## src/rtl/chbd_pkg.sv

```systemverilog
// ----------------------------------------------------------------------------
// chbd_pkg
// Shared types, byte codes and helpers for the chunked body decoder.
// ----------------------------------------------------------------------------
package chbd_pkg;

  typedef enum logic [3:0] {
    PH_SIZE,
    PH_SIZE_LF,
    PH_EXT,
    PH_EXT_LF,
    PH_DATA,
    PH_DATA_CR,
    PH_DATA_LF,
    PH_LAST_CR,
    PH_LAST_LF,
    PH_DONE,
    PH_ERR
  } phase_t;

  localparam logic [1:0] ST_BUSY = 2'd0;
  localparam logic [1:0] ST_DONE = 2'd1;
  localparam logic [1:0] ST_ERR  = 2'd2;

  localparam logic [7:0] CHAR_CR   = 8'h0d;
  localparam logic [7:0] CHAR_LF   = 8'h0a;
  localparam logic [7:0] CHAR_SEMI = 8'h3b;

  localparam int CNT_WIDTH = 32;

  typedef struct packed {
    logic [7:0]           out_byte;
    logic                 out_valid;
    logic [1:0]           status;
    logic [CNT_WIDTH-1:0] body_length;
  } result_t;

  typedef struct packed {
    logic       ok;
    logic [3:0] value;
  } hex_t;

  function automatic hex_t hex_decode(input logic [7:0] c);
    hex_t h;
    h.ok    = 1'b1;
    h.value = 4'd0;
    if (c >= 8'h30 && c <= 8'h39) begin
      h.value = c[3:0];
    end else if ((c >= 8'h61 && c <= 8'h66) || (c >= 8'h41 && c <= 8'h46)) begin
      h.value = c[3:0] + 4'd9;
    end else begin
      h.ok = 1'b0;
    end
    return h;
  endfunction

endpackage

```

## src/rtl/chbd_parser.sv

```systemverilog
// ----------------------------------------------------------------------------
// chbd_parser
// Parser state and the per-byte step: size line, extension, payload, CR LF.
// ----------------------------------------------------------------------------
module chbd_parser #(
  parameter int SIZE_WIDTH = 32
) (
  input  logic              clk,
  input  logic              rst,
  input  logic              fire,
  input  logic [7:0]        in_byte,
  input  logic              begin_req,
  output chbd_pkg::result_t result
);

  chbd_pkg::phase_t                  phase, phase_next, cur_phase;
  logic [SIZE_WIDTH-1:0]             chunk_rem, chunk_rem_next, cur_rem, rem_dec;
  logic                              digit_seen, digit_seen_next, cur_seen;
  logic [chbd_pkg::CNT_WIDTH-1:0]    decoded_count, decoded_count_next, cur_cnt;
  chbd_pkg::hex_t                    hex;
  logic                              pay;

  always_comb begin
    // A begin marker restarts the parse before this byte is looked at.
    cur_phase = begin_req ? chbd_pkg::PH_SIZE : phase;
    cur_rem   = begin_req ? '0 : chunk_rem;
    cur_seen  = begin_req ? 1'b0 : digit_seen;
    cur_cnt   = begin_req ? '0 : decoded_count;

    phase_next         = cur_phase;
    chunk_rem_next     = cur_rem;
    digit_seen_next    = cur_seen;
    decoded_count_next = cur_cnt;
    pay                = 1'b0;
    hex                = chbd_pkg::hex_decode(in_byte);
    rem_dec            = cur_rem - SIZE_WIDTH'(1);

    unique case (cur_phase)
      chbd_pkg::PH_SIZE: begin
        if (hex.ok) begin
          // Another digit would push bits out of the top of the size.
          if (cur_rem[SIZE_WIDTH-1 -: 4] != 4'd0) begin
            phase_next = chbd_pkg::PH_ERR;
          end else begin
            chunk_rem_next  = {cur_rem[SIZE_WIDTH-5:0], hex.value};
            digit_seen_next = 1'b1;
          end
        end else if (in_byte == chbd_pkg::CHAR_SEMI) begin
          phase_next = cur_seen ? chbd_pkg::PH_EXT : chbd_pkg::PH_ERR;
        end else if (in_byte == chbd_pkg::CHAR_CR) begin
          phase_next = cur_seen ? chbd_pkg::PH_SIZE_LF : chbd_pkg::PH_ERR;
        end else begin
          phase_next = chbd_pkg::PH_ERR;
        end
      end
      chbd_pkg::PH_SIZE_LF: begin
        if (in_byte == chbd_pkg::CHAR_LF) begin
          phase_next = (cur_rem == '0) ? chbd_pkg::PH_LAST_CR : chbd_pkg::PH_DATA;
        end else begin
          phase_next = chbd_pkg::PH_ERR;
        end
      end
      chbd_pkg::PH_EXT: begin
        if (in_byte == chbd_pkg::CHAR_CR) phase_next = chbd_pkg::PH_EXT_LF;
      end
      chbd_pkg::PH_EXT_LF: begin
        if (in_byte == chbd_pkg::CHAR_LF) begin
          phase_next = (cur_rem == '0) ? chbd_pkg::PH_LAST_CR : chbd_pkg::PH_DATA;
        end else if (in_byte != chbd_pkg::CHAR_CR) begin
          phase_next = chbd_pkg::PH_EXT;
        end
      end
      chbd_pkg::PH_DATA: begin
        pay            = 1'b1;
        chunk_rem_next = rem_dec;
        if (cur_cnt != '1) decoded_count_next = cur_cnt + chbd_pkg::CNT_WIDTH'(1);
        if (rem_dec == '0) phase_next = chbd_pkg::PH_DATA_CR;
      end
      chbd_pkg::PH_DATA_CR: begin
        phase_next = (in_byte == chbd_pkg::CHAR_CR) ? chbd_pkg::PH_DATA_LF
                                                    : chbd_pkg::PH_ERR;
      end
      chbd_pkg::PH_DATA_LF: begin
        if (in_byte == chbd_pkg::CHAR_LF) begin
          phase_next      = chbd_pkg::PH_SIZE;
          chunk_rem_next  = '0;
          digit_seen_next = 1'b0;
        end else begin
          phase_next = chbd_pkg::PH_ERR;
        end
      end
      chbd_pkg::PH_LAST_CR: begin
        phase_next = (in_byte == chbd_pkg::CHAR_CR) ? chbd_pkg::PH_LAST_LF
                                                    : chbd_pkg::PH_ERR;
      end
      chbd_pkg::PH_LAST_LF: begin
        phase_next = (in_byte == chbd_pkg::CHAR_LF) ? chbd_pkg::PH_DONE
                                                    : chbd_pkg::PH_ERR;
      end
      chbd_pkg::PH_DONE: begin
        phase_next = chbd_pkg::PH_DONE;
      end
      default: begin
        phase_next = chbd_pkg::PH_ERR;
      end
    endcase

    result.out_byte    = pay ? in_byte : 8'd0;
    result.out_valid   = pay;
    result.status      = (phase_next == chbd_pkg::PH_DONE) ? chbd_pkg::ST_DONE :
                         (phase_next == chbd_pkg::PH_ERR)  ? chbd_pkg::ST_ERR  :
                                                             chbd_pkg::ST_BUSY;
    result.body_length = decoded_count_next;
  end

  always_ff @(posedge clk) begin
    if (rst) begin
      phase         <= chbd_pkg::PH_SIZE;
      chunk_rem     <= '0;
      digit_seen    <= 1'b0;
      decoded_count <= '0;
    end else if (fire) begin
      phase         <= phase_next;
      chunk_rem     <= chunk_rem_next;
      digit_seen    <= digit_seen_next;
      decoded_count <= decoded_count_next;
    end
  end

  a_data_nonzero: assert property (@(posedge clk) disable iff (rst)
    phase == chbd_pkg::PH_DATA |-> chunk_rem != '0)
    else $error("payload phase with zero bytes remaining");

  a_done_sticky: assert property (@(posedge clk) disable iff (rst)
    fire && !begin_req && phase == chbd_pkg::PH_DONE |=> phase == chbd_pkg::PH_DONE)
    else $error("complete status left without a begin marker");

  a_err_sticky: assert property (@(posedge clk) disable iff (rst)
    fire && !begin_req && phase == chbd_pkg::PH_ERR |=> phase == chbd_pkg::PH_ERR)
    else $error("malformed status left without a begin marker");

  a_count_hold: assert property (@(posedge clk) disable iff (rst)
    !fire |=> $stable(decoded_count) && $stable(phase))
    else $error("parser state changed without a byte");

endmodule

```

## src/rtl/http_chunked_body_decoder.sv

```systemverilog
// ----------------------------------------------------------------------------
// http_chunked_body_decoder
// Decodes an HTTP/1.1 chunked body, one raw byte per item.
// ----------------------------------------------------------------------------
// Usage:
//   Input channel (in_valid / in_stall) carries in_byte and begin_req; set
//   begin_req on the first byte of each body to restart the parser.
//   Result channel (res_valid / res_stall) returns one item per input item:
//   out_byte and out_valid for payload bytes, status (in progress, complete,
//   malformed, sticky until the next begin) and the saturating body_length.
//   Each item passes through one input register, then the parser step lands in
//   the result register. Throughput is one item per clock while the receiver
//   does not stall, set by the single parser state update per byte.
//   When the receiver stalls, the result register holds and the input
//   register keeps one more item; in_stall rises once both are full.
//   Synchronous reset empties both registers and puts the parser at the
//   start of a size line with a zero length count.
//   SIZE_WIDTH sets the largest chunk size accepted, in bits.
// ----------------------------------------------------------------------------
module http_chunked_body_decoder #(
  parameter int SIZE_WIDTH = 32
) (
  input  logic        clk,
  input  logic        rst,
  input  logic        in_valid,
  output logic        in_stall,
  input  logic [7:0]  in_byte,
  input  logic        begin_req,
  output logic        res_valid,
  input  logic        res_stall,
  output logic [7:0]  out_byte,
  output logic        out_valid,
  output logic [1:0]  status,
  output logic [31:0] body_length
);

  logic              in_reg_valid;
  logic [7:0]        in_reg_byte;
  logic              in_reg_begin;
  logic              res_free;
  logic              advance;
  chbd_pkg::result_t step_result;

  assign res_free = !res_valid || !res_stall;
  assign advance  = in_reg_valid && res_free;
  assign in_stall = in_reg_valid && !res_free;

  always_ff @(posedge clk) begin
    if (rst) begin
      in_reg_valid <= 1'b0;
    end else if (!in_stall) begin
      in_reg_valid <= in_valid;
    end
  end

  always_ff @(posedge clk) begin
    if (!in_stall) begin
      in_reg_byte  <= in_byte;
      in_reg_begin <= begin_req;
    end
  end

  chbd_parser #(
    .SIZE_WIDTH (SIZE_WIDTH)
  ) u_parser (
    .clk       (clk),
    .rst       (rst),
    .fire      (advance),
    .in_byte   (in_reg_byte),
    .begin_req (in_reg_begin),
    .result    (step_result)
  );

  always_ff @(posedge clk) begin
    if (rst) begin
      res_valid <= 1'b0;
    end else if (res_free) begin
      res_valid <= in_reg_valid;
    end
  end

  always_ff @(posedge clk) begin
    if (advance) begin
      out_byte    <= step_result.out_byte;
      out_valid   <= step_result.out_valid;
      status      <= step_result.status;
      body_length <= step_result.body_length;
    end
  end

  a_payload_busy: assert property (@(posedge clk) disable iff (rst)
    res_valid && out_valid |-> status == chbd_pkg::ST_BUSY)
    else $error("payload byte reported with a final status");

  a_stall_full: assert property (@(posedge clk) disable iff (rst)
    in_stall |-> in_reg_valid && res_valid)
    else $error("input stalled while a register is empty");

endmodule
```

## config.mk

```make
export PLATFORM = sky130hd
export DESIGN_NAME = http_chunked_body_decoder
export DESIGN_NICKNAME = d
export VERILOG_FILES = /design/src/rtl/chbd_pkg.sv /design/src/rtl/chbd_parser.sv /design/src/rtl/http_chunked_body_decoder.sv
export SDC_FILE = /design/constraint.sdc
export NUM_CORES = 1
export LEC_CHECK = 0
export BUFFER_PORTS_ARGS = -buffer_cell sky130_fd_sc_hd__buf_2
export CORE_ASPECT_RATIO = 0.5
export CORE_UTILIZATION = 50
export DETAILED_ROUTE_END_ITERATION = 8
export PLACE_DENSITY = 0.76
export SKIP_CTS_REPAIR_TIMING = 1
export SYNTH_ARGS = -nofsm -noshare
export SYNTH_HDL_FRONTEND = slang
export SYNTH_SLANG_ARGS = --single-unit
```

## constraint.sdc

```tcl
create_clock -name clk -period 4.4 [get_ports clk]
set_input_delay 0.66 -clock clk [delete_from_list [all_inputs] [get_ports clk]]
set_output_delay 0.66 -clock clk [all_outputs]
set_load 0.03 [all_outputs]
```

==> flow_summary_export.csv, run 1 <==
group,metric,value,unit
status,status,"completed",
final_layout,layout.cells.non_filler,1094,
final_layout,final_design_area_no_fill,8245,um2
clocking,cts_htree_levels,4,
sta,rsz0062_at_grt,"no",
worst_setup_path,r2r.worst_path.cells,10,
worst_setup_path,critPathLaunch,"in_reg_byte[1]",
final_layout,finish.net_count,909,
route,routedWlPerCell,17.46,um
yosys,netlist-cell-type-count,70,
route,drc_errors,0,
yosys,synth_top_family_by_area,"simple AND/OR/NAND/NOR gates",
clocking,clk_path_buf_depth,2,
sta,max_clock_freq,322.3,MHz
global_route,number_of_global_route_vias_before_repair,6362,
clocking,clk-insertion-delay-late,420,ps
worst_setup_path,timing.critical_path.cells,"inv_1, ha_1, o21bai_1, a2111oi_2, a21oi_1, nor2_1, o311ai_2, buf_4, and2_1, a22o_1",
final_layout,area_growth,13.82,%
global_route,grt_pass1_wl,31710,um
final_layout,num-fill-cells,1204,
sta,fin_setup_tns,0,ps
route,post_drt_via_cell_ratio,6.243,
clocking,root_buffer,"clkbuf_16",
die,die-height,87.12,um
worst_setup_path,crit_family,"compound AO/OA/AOI/OAI gates",
yosys,ys_seq_area_share,41.17,%
place,post_dp_cell_area,7612,um2
worst_setup_path,worstReg2RegEnd,"u_parser.chunk_rem[28]",
global_route,largest_net_degree_at_the_start_of_global_routing,56,
final_layout,register_area,2983,um2
hold_path,holdPathEnd,"in_reg_byte[3]",
final_layout,multi_input_area,3935,um2
yosys,synth-compound-area-share,21.07,%
sta,fin_worst_skew,8.886,ps
power,peakVddDrop,0.3163,mV
clocking,cts_buffers,17,
sta,drv_slew,0,
yosys,post_synth_xor_area_fraction,5.078,%
global_route,antenna_violations_before_repair,0,
place,buffer_ports.inserted,57,
route,first_pass_iters,5,
die,design.die.area,15000,um2
sta,final_min_period,3103,ps
yosys,synth_warnings,0,
final_layout,final_layout_size_suffix_gt1_share,12.97,%
yosys,postSynthAreaPerCell,8.337,um2
place,routabilityCongestion,0.9081,
sta,hold-worst-slack,412.5,ps
yosys,async_flop_share,0,%
die,fp.coreArea,13850,um2
place,dp_hpwl,12570,um
worst_setup_path,timing.reg2reg.setup_slack,1300,ps
yosys,mappedNetlistArea,7244,um2
route,number_of_violations_reported_at_the_end_of_detailed_routing_iteration_0,815,
route,routed_wirelength,19100,um
hold_path,worst_hold_startpoint,"in_byte[3]",
sta,tightestPinTransition,775.9,ps
global_route,grt.total_usage,26.95,%
sta,post-route-period-util,70.52,%
power,p_leak,2.931,nW
worst_setup_path,criticalPathCategory,"flip-flop to flip-flop",
clocking,cts_tree,"built",
hold_path,worstHoldPathCells,1,
sta,timing.max_slew.rel_slack,47.79,%
global_route,grt_overflow_total,0,
power,power.density_cell_area,378.2,nW/um2
route,routed_vias,6830,
die,effective_utilization_at_floorplan,52.30,%
yosys,synth_enable_flop_cells,52,
worst_setup_path,worst_r2r_startpoint,"in_reg_byte[1]",
yosys,yosys-mux-area-fraction,1.019,%
die,die_w,172.2,um
worst_setup_path,cp_data_arrival_time,3410,ps
die,rows,30,
worst_setup_path,worst_ep_required,4710,ps
worst_setup_path,critPathSlowestCell,"a2111oi_2",
worst_setup_path,path_max_fanout,25,
route,ant_nets,0,
clocking,clock-sinks,123,
place,numPlacedInstances,1062,
yosys,synth_adder_area_share,1.209,%
hold_path,hold_path.class,"input pin to flip-flop",
worst_setup_path,end_kind,"flip-flop",
sta,finalHoldViolCount,0,
worst_setup_path,timing.critical_path.buf_inv,2,
worst_setup_path,crit_path_max_incr_delay,620,ps
yosys,ys_seq_elements,123,
yosys,synthCells,869,
final_layout,antennaDiodeCount,0,
worst_setup_path,worst_setup_path_start_kind,"flip-flop",
die,boundaryPins,58,
sta,report.final.setup_viol,0,
yosys,synthFlopType,"dfxtp_1",
flow_run,timing.max_cap.violations,0,
yosys,syn_nets,889,
clocking,clkSlewWorstSetupHoldPaths,60,ps
yosys,synth_simple_gate_area_share,25.77,%
## sequential cells by signal, indices dropped and copies added (netlist names)
register	count
body_length	32
u_parser.chunk_rem	32
u_parser.decoded_count	32
in_reg_byte	8
out_byte	8
u_parser.phase	4
status	2
in_reg_begin	1
in_reg_valid	1
out_valid	1
res_valid	1
u_parser.digit_seen	1
## layout by cell type, fill, tap and decap left out, types with 24 or more instances in the layout
cell        n
dfxtp_1    71
o21ai_0    57
nor2_1    101
nor4_1     24
nor3_1     35
buf_2      57
a21oi_1    44
nand3_1    31
edfxtp_1   52
xnor2_1    31
nand2_1    89
## kinds of logic (layout without fill, tap and decap cells)
| logic type | count (synthesis) | in the layout |
|---|---|---|
| and+or+nand+nor | 377 | 377 |
| AOI/OAI and AO/OA | 226 | 226 |
| DFF | 123 | 123 |
| buffers and inverters | 87 | 120 |
| xor gates and xnor gates | 42 | 42 |
| adders and majority gates | 7 | 7 |
| muxes | 7 | 7 |
## final cells by class
class,instances,area share [%]
clock buffer,19,5.372
clock inverter,13,2.307
inverter,17,0.7739
multi-input combinational,659,47.72
sequential,123,36.18
tap,192,2.913
timing repair buffer,71,4.734
## power by group
part | switching, W | internal, W | total (W)
Sequential | 0.0000322 | 0.00122 | 0.00126
Combinational | 0.000249 | 0.000113 | 0.000362
Clock | 0.000534 | 0.000967 | 0.00150
Total | 0.000815 | 0.00230 | 0.00312
## metrics by stage
stage	total power (W)	setup WS [ps]	utilization [%]
floorplan	0.001536	1194	-
global placement	0.001628	1547	54.96
detailed placement	0.001634	1364	54.96
CTS	0.003124	1353	59.53
global route	0.003210	1061	59.53
finish	0.003119	1297	59.53
## Yosys cell counts (13+ instances only)
library cell,instances,area [um2]
a21oi_1,44,220.2
a22oi_1,17,127.6
and2_1,14,87.58
clkbuf_1,59,221.5
dfxtp_1,71,1421
edfxtp_1,52,1562
inv_1,17,63.81
nand2_1,89,334.1
nand3_1,31,155.2
nor2_1,101,379.1
nor2b_1,14,87.58
nor3_1,36,180.2
nor4_1,24,150.1
o21ai_0,57,285.3
o2bb2ai_1,13,113.9
xnor2_1,31,271.5
## routing by layer
layer	vias to the layer above	routed length, um	track usage (%)	part of all wire, %
li1	3228	-	-	-
met3	33	1674	5.543	8.8
met4	0	253	8.930	1.3
met1	3211	8559	36.48	45
met2	358	8611	43.15	45
met5	-	0	0	0
## how the worst max path moves through the flow
stage / endpoint / slack [ps] / cells past startpoint
3_5_place_dp: u_parser.chunk_rem[28] / 1360 / 10
3_3_place_gp: u_parser.decoded_count[31] / 1550 / 7
2_1_floorplan: u_parser.decoded_count[31] / 1190 / 13
5_1_grt: u_parser.chunk_rem[28] / 1060 / 10
4_1_cts: u_parser.chunk_rem[28] / 1350 / 10
6_report: u_parser.chunk_rem[28] / 1300 / 10
Power figures use the tool's default switching activity.
==> run 2, diff against run 1 <==
- PLACE_DENSITY: 0.76 -> 0.79
- clock period: 4.4 -> 2.8 ns (I/O delays scaled with it)
==> flow_summary_export.csv, run 2 (synthesis results as in run 1) <==
group,metric,value,unit
status,status,"completed",
worst_setup_path,worst_r2r_startpoint,"in_reg_begin",
final_layout,area_growth,19.17,%
global_route,antenna_violations_before_repair,0,
clocking,clkSlewWorstSetupHoldPaths,60,ps
global_route,grt.total_usage,28.55,%
die,fp.coreArea,13850,um2
final_layout,layout_commonest_cell,"nor2_1",
clocking,cts_buffers,17,
route,ant_nets,0,
sta,drv_slew,0,
power,peakVddDrop,0.4970,mV
place,buffer_ports.inserted,57,
sta,hold-worst-slack,177.1,ps
sta,final_min_period,2736,ps
worst_setup_path,r2r.worst_path.cells,10,
worst_setup_path,criticalPathCategory,"flip-flop to flip-flop",
clocking,cts_htree_levels,4,
final_layout,antennaDiodeCount,0,
route,routed_wirelength,20590,um
route,routed_vias,7130,
sta,rsz0062_at_grt,"yes",
worst_setup_path,timing.critical_path.cells,"buf_12, nor2b_1, ha_2, and2_1, and4_1, and4_4, and4bb_2, nor2b_2, mux2_2, a21oi_1",
worst_setup_path,cp.depth,10,
route,first_pass_iters,7,
clocking,clock-sinks,123,
worst_setup_path,crit_path_max_incr_delay,460,ps
sta,max_clock_freq,365.6,MHz
worst_setup_path,worstReg2RegEnd,"u_parser.decoded_count[31]",
worst_setup_path,end_kind,"flip-flop",
clocking,clk_path_buf_depth,2,
power,p_leak,3.156,nW
power,total_power,0.004932,W
route,number_of_violations_reported_at_the_end_of_detailed_routing_iteration_0,740,
die,boundaryPins,58,
worst_setup_path,timing.critical_path.buf_inv,1,
worst_setup_path,path_max_fanout,28,
final_layout,num-fill-cells,1155,
worst_setup_path,endpoint,"u_parser.decoded_count[31]",
final_layout,final_layout_size_suffix_gt1_share,18.31,%
route,routedWlPerCell,18.11,um
power,power.density_cell_area,571.3,nW/um2
place,routabilityCongestion,0.9441,
die,die-height,87.12,um
sta,post-route-period-util,97.70,%
worst_setup_path,worst_setup_path_start_kind,"flip-flop",
route,drc_errors,0,
global_route,number_of_global_route_vias_before_repair,6288,
sta,timing.max_slew.rel_slack,56.42,%
sta,finalHoldViolCount,0,
global_route,grt_pass1_wl,33060,um
die,die_w,172.2,um
worst_setup_path,critPathLaunch,"in_reg_begin",
worst_setup_path,critPathSlowestCell,"edfxtp_1",
global_route,grt_overflow_total,0,
clocking,clk-insertion-delay-late,420,ps
die,design.die.area,15000,um2
sta,fin_worst_skew,11.83,ps
die,effective_utilization_at_floorplan,52.30,%
clocking,root_buffer,"clkbuf_16",
final_layout,biggest_registers_after_layout,"body_length (32), u_parser.chunk_rem (32), u_parser.decoded_count (32)",
global_route,largest_net_degree_at_the_start_of_global_routing,92,
worst_setup_path,crit_family,"simple AND/OR/NAND/NOR gates",
final_layout,layout.cells.most_common_list,"nor2_1 (100), nand2_1 (89), dfxtp_1 (71)",
die,rows,30,
clocking,cts_tree,"built",
sta,report.final.setup_viol,0,
flow_run,timing.max_cap.violations,0,
worst_setup_path,worst_ep_required,3140,ps
worst_setup_path,timing.reg2reg.setup_slack,60,ps
sta,tightestPinTransition,653.8,ps
worst_setup_path,cp_data_arrival_time,3080,ps
route,post_drt_via_cell_ratio,6.271,
place,dp_hpwl,13790,um
final_layout,finish.net_count,952,
hold_path,hold_path.class,"input pin to flip-flop",
run 2: cell count changes in the layout (fill, tap and decap cells not counted), sizes merged:
cell | previous run | this run
buf | 71 | 114
inv | 19 | 23
clkinv | 6 | 4
bufinv | 4 | 3
clkbuf | 19 | 18
run 2: worst register-to-register path: cells and delay by family, from the launching register on:
kind,cells,cell delay [ps]
simple gates,6,1360
flops,1,460
mux,1,270
fa+ha+maj,1,240
buf+inv,1,210
compound gates,1,130
run 2: per-layer routing:
layer,up-vias,track usage [%],share of wire [%]
li1,3325,-,-
met1,3418,39.65,45
met2,356,44.35,44
met3,31,6.224,9.2
met4,0,8.930,1.2
met5,-,0,0
run 2: per-stage QoR:
| step | utilization [%] | area [um2] | cells | setup WS, ps | setup TNS (ps) |
|---|---|---|---|---|---|
| after global placement | 57.51 | 7965 | 1104 | 108.4 | 0 |
| after floorplan | - | 7274 | 869 | -16.65 | -16.65 |
| after CTS | 62.00 | 8587 | 1136 | -64.34 | -67.81 |
| after detailed placement | 57.51 | 7965 | 1104 | 27.27 | 0 |
| after global routing | 62.33 | 8633 | 1137 | -34.87 | -46.65 |
| final | 62.33 | 8633 | 1137 | 64.42 | 0 |
run 2: final cells by class:
cell class | count | area (um2) | area share, %
inverter | 17 | 63.81 | 0.7391
timing repair buffer | 114 | 738.2 | 8.551
multi-input combinational | 659 | 3986 | 46.17
clock inverter | 14 | 182.7 | 2.116
clock buffer | 18 | 439.2 | 5.087
tap | 192 | 240.2 | 2.783
sequential | 123 | 2983 | 34.55
run 2: power breakdown:
part / switching [W] / internal, W
Sequential: 0.0000375 / 0.00192
Combinational: 0.000422 / 0.000219
Clock: 0.000885 / 0.00145
run 2: worst min-delay path by stage:
stage                     depth (start not counted)                         end  slack [ps]                        from
final                                             1              in_reg_byte[3]         180                  in_byte[3]
after global routing                              1              in_reg_byte[6]         170                  in_byte[6]
after CTS                                         1              in_reg_byte[3]         170                  in_byte[3]
after detailed placement                          2  u_parser.decoded_count[31]         490  u_parser.decoded_count[31]
after global placement                            2                   res_valid         470                in_reg_valid
after floorplan                                   2  u_parser.decoded_count[23]         460  u_parser.decoded_count[23]
==> run 3, diff against run 2 <==
- ABC_AREA: unset -> 1
==> flow_summary_export.csv, run 3 <==
group,metric,value,unit
sta,report.final.setup_viol,0,
sta,tightestPinTransition,719.4,ps
worst_setup_path,worst_ep_required,3130,ps
hold_path,hold_path.class,"input pin to flip-flop",
final_layout,finish.net_count,1264,
route,post_drt_via_cell_ratio,5.543,
global_route,grt_overflow_total,0,
clocking,clock-sinks,123,
yosys,synth.top_cells.by_area,"edfxtp_1 (20%), dfxtp_1 (18%), nand2_1 (14%)",
sta,worst_slack,148.5,ps
power,power.density_cell_area,611.3,nW/um2
final_layout,layout.cells.most_common_list,"nand2_1 (290), inv_1 (186), nor2_1 (144)",
die,effective_utilization_at_floorplan,51.14,%
clocking,root_buffer,"clkbuf_16",
yosys,post-synth-top-count-cell,"nand2_1",
yosys,synth_warnings,0,
yosys,synthCells,1176,
final_layout,layout_commonest_cell,"nand2_1",
final_layout,register_area,2983,um2
place,numPlacedInstances,1425,
die,rows,32,
place,post_dp_cell_area,8514,um2
yosys,netlist-cell-type-count,42,
route,routedWlPerCell,15.76,um
route,routed_wirelength,23020,um
clocking,cts_tree,"built",
yosys,synthFlopType,"dfxtp_1",
final_layout,fin_util,60.87,%
clocking,cts_htree_levels,4,
global_route,antenna_violations_before_repair,1,
status,status,"finished, violations left",
route,number_of_violations_reported_at_the_end_of_detailed_routing_iteration_0,742,
yosys,synth_top_cells_by_count,"nand2_1 (299), inv_1 (186), nor2_1 (154), o21ai_0 (79), dfxtp_1 (71)",
sta,post-route-period-util,94.70,%
final_layout,final_layout_size_suffix_gt1_share,14.00,%
final_layout,final_design_area_no_fill,9383,um2
final_layout,area_growth,19.03,%
final_layout,antennaDiodeCount,0,
clocking,clkSlewWorstSetupHoldPaths,70,ps
yosys,async_flop_share,0,%
clocking,clk_path_buf_depth,2,
place,dp_hpwl,15700,um
yosys,ys_seq_area_share,37.84,%
place,routabilityCongestion,0.9570,
sta,timing.max_slew.rel_slack,52.04,%
place,buffer_ports.inserted,57,
worst_setup_path,path_max_fanout,14,
route,routed_vias,8098,
worst_setup_path,criticalPathCategory,"flip-flop to flip-flop",
power,p_leak,4.719,nW
final_layout,multi_input_area,4108,um2
die,die_w,179.6,um
die,die-height,90.79,um
yosys,yosys.area.top_type,"edfxtp_1",
yosys,synthDominantCellAreaShare,19.81,%
die,fp.coreArea,15410,um2
yosys,mappedNetlistArea,7883,um2
final_layout,biggest_registers_after_layout,"body_length (32), u_parser.chunk_rem (32), u_parser.decoded_count (32)",
worst_setup_path,cp_data_arrival_time,2980,ps
sta,drv_slew,0,
sta,fin_worst_skew,11.00,ps
global_route,grt.total_usage,28.60,%
clocking,clk-insertion-delay-late,430,ps
yosys,postSynthAreaPerCell,6.703,um2
die,boundaryPins,58,
global_route,number_of_global_route_vias_before_repair,7542,
global_route,grt_pass1_wl,37330,um
sta,max_clock_freq,377.1,MHz
yosys,synth_enable_flop_cells,52,
sta,finalHoldViolCount,0,
route,ant_nets,0,
worst_setup_path,end_kind,"flip-flop",
worst_setup_path,worst_setup_path_start_kind,"flip-flop",
flow_run,timing.max_cap.violations,0,
yosys,ys_seq_elements,123,
power,peakVddDrop,0.4393,mV
route,first_pass_iters,8,
die,design.die.area,16300,um2
sta,final_min_period,2652,ps
clocking,cts_buffers,17,
global_route,largest_net_degree_at_the_start_of_global_routing,77,
place,placement.setup.worst_slack,112.2,ps
final_layout,layout.cells.non_filler,1461,
yosys,syn_nets,1196,
route,drc_errors,4,
status,violations,"design-rule violations",
final_layout,num-fill-cells,1402,
## run 3: cell count changes after synthesis, sizes merged, moves of 14 or more
cell	change
nand2	+215
inv	+172
nor2	+60
o21ai	+47
clkbuf	-32
nand3	+30
xnor2	-29
xor2	+18
a22oi	-17
nor4	-17
and2	-15
nor3	-15
o211ai	+15
nor2b	-14
## run 3: final cells by class
type,count,area share [%]
Multi-Input combinational cell,817,43.78
Sequential cell,123,31.79
Inverter,190,7.628
Timing Repair Buffer,95,6.788
Clock buffer,17,4.534
Clock inverter,15,2.760
Tap cell,204,2.720
## run 3: power breakdown
group          internal (W)  total (W)  switching, W  leakage, nW
combinational      0.000339    0.00109      0.000754         3.28
sequential          0.00198    0.00204     0.0000665         1.11
clock               0.00169    0.00260      0.000909        0.334
## run 3: through the flow
stage	setup TNS, ps	total power [W]	hold WS, ps
after floorplan	0	0.002796	445.4
after global placement	0	0.003099	456.6
after detailed placement	0	0.003105	468.9
after CTS	0	0.005696	161.3
after global routing	-344.0	0.005959	154.7
final	0	0.005735	167.4
## run 3: path summary, 6_finish.rpt
path              slack, ps                    endpoint  cells past startpoint                start
setup reg to reg        150  u_parser.decoded_count[23]                     15         in_reg_begin
hold / removal          170              in_reg_byte[6]                      1           in_byte[6]
setup / recovery        150  u_parser.decoded_count[23]                     15         in_reg_begin
hold reg to reg         480         u_parser.digit_seen                      2  u_parser.digit_seen
## run 3: cells by family after synthesis
kind of cell / synth area share (%)
AO/OA/AOI/OAI: 15.08
XOR/XNOR: 3.444
adder cells (fa/ha/maj): 1.111
buffers and inverters: 11.73
flip-flops: 37.84
AND/OR/NAND/NOR: 30.79
## run 3: metal layers
layer	wire length, um	vias up	GRT usage [%]
met5	0	-	0
met4	552	0	11.21
met3	1617	62	5.685
met2	10540	325	46.61
met1	10310	3763	37.47
li1	-	3948	-
## run 3: worst max-delay path, cell delays in order (launching register included)
cell and delay [ps]:
edfxtp_1 470, inv_4 150, buf_8 160, nand2_2 90, nor3_4 290, nand4_4 180
nor3_4 290, nand2_2 130, nor2_4 110, nand2_2 80, nor2_4 130, nand3_1 90
nand2_1 90, nand2_1 100, o21ai_1 140, inv_1 50
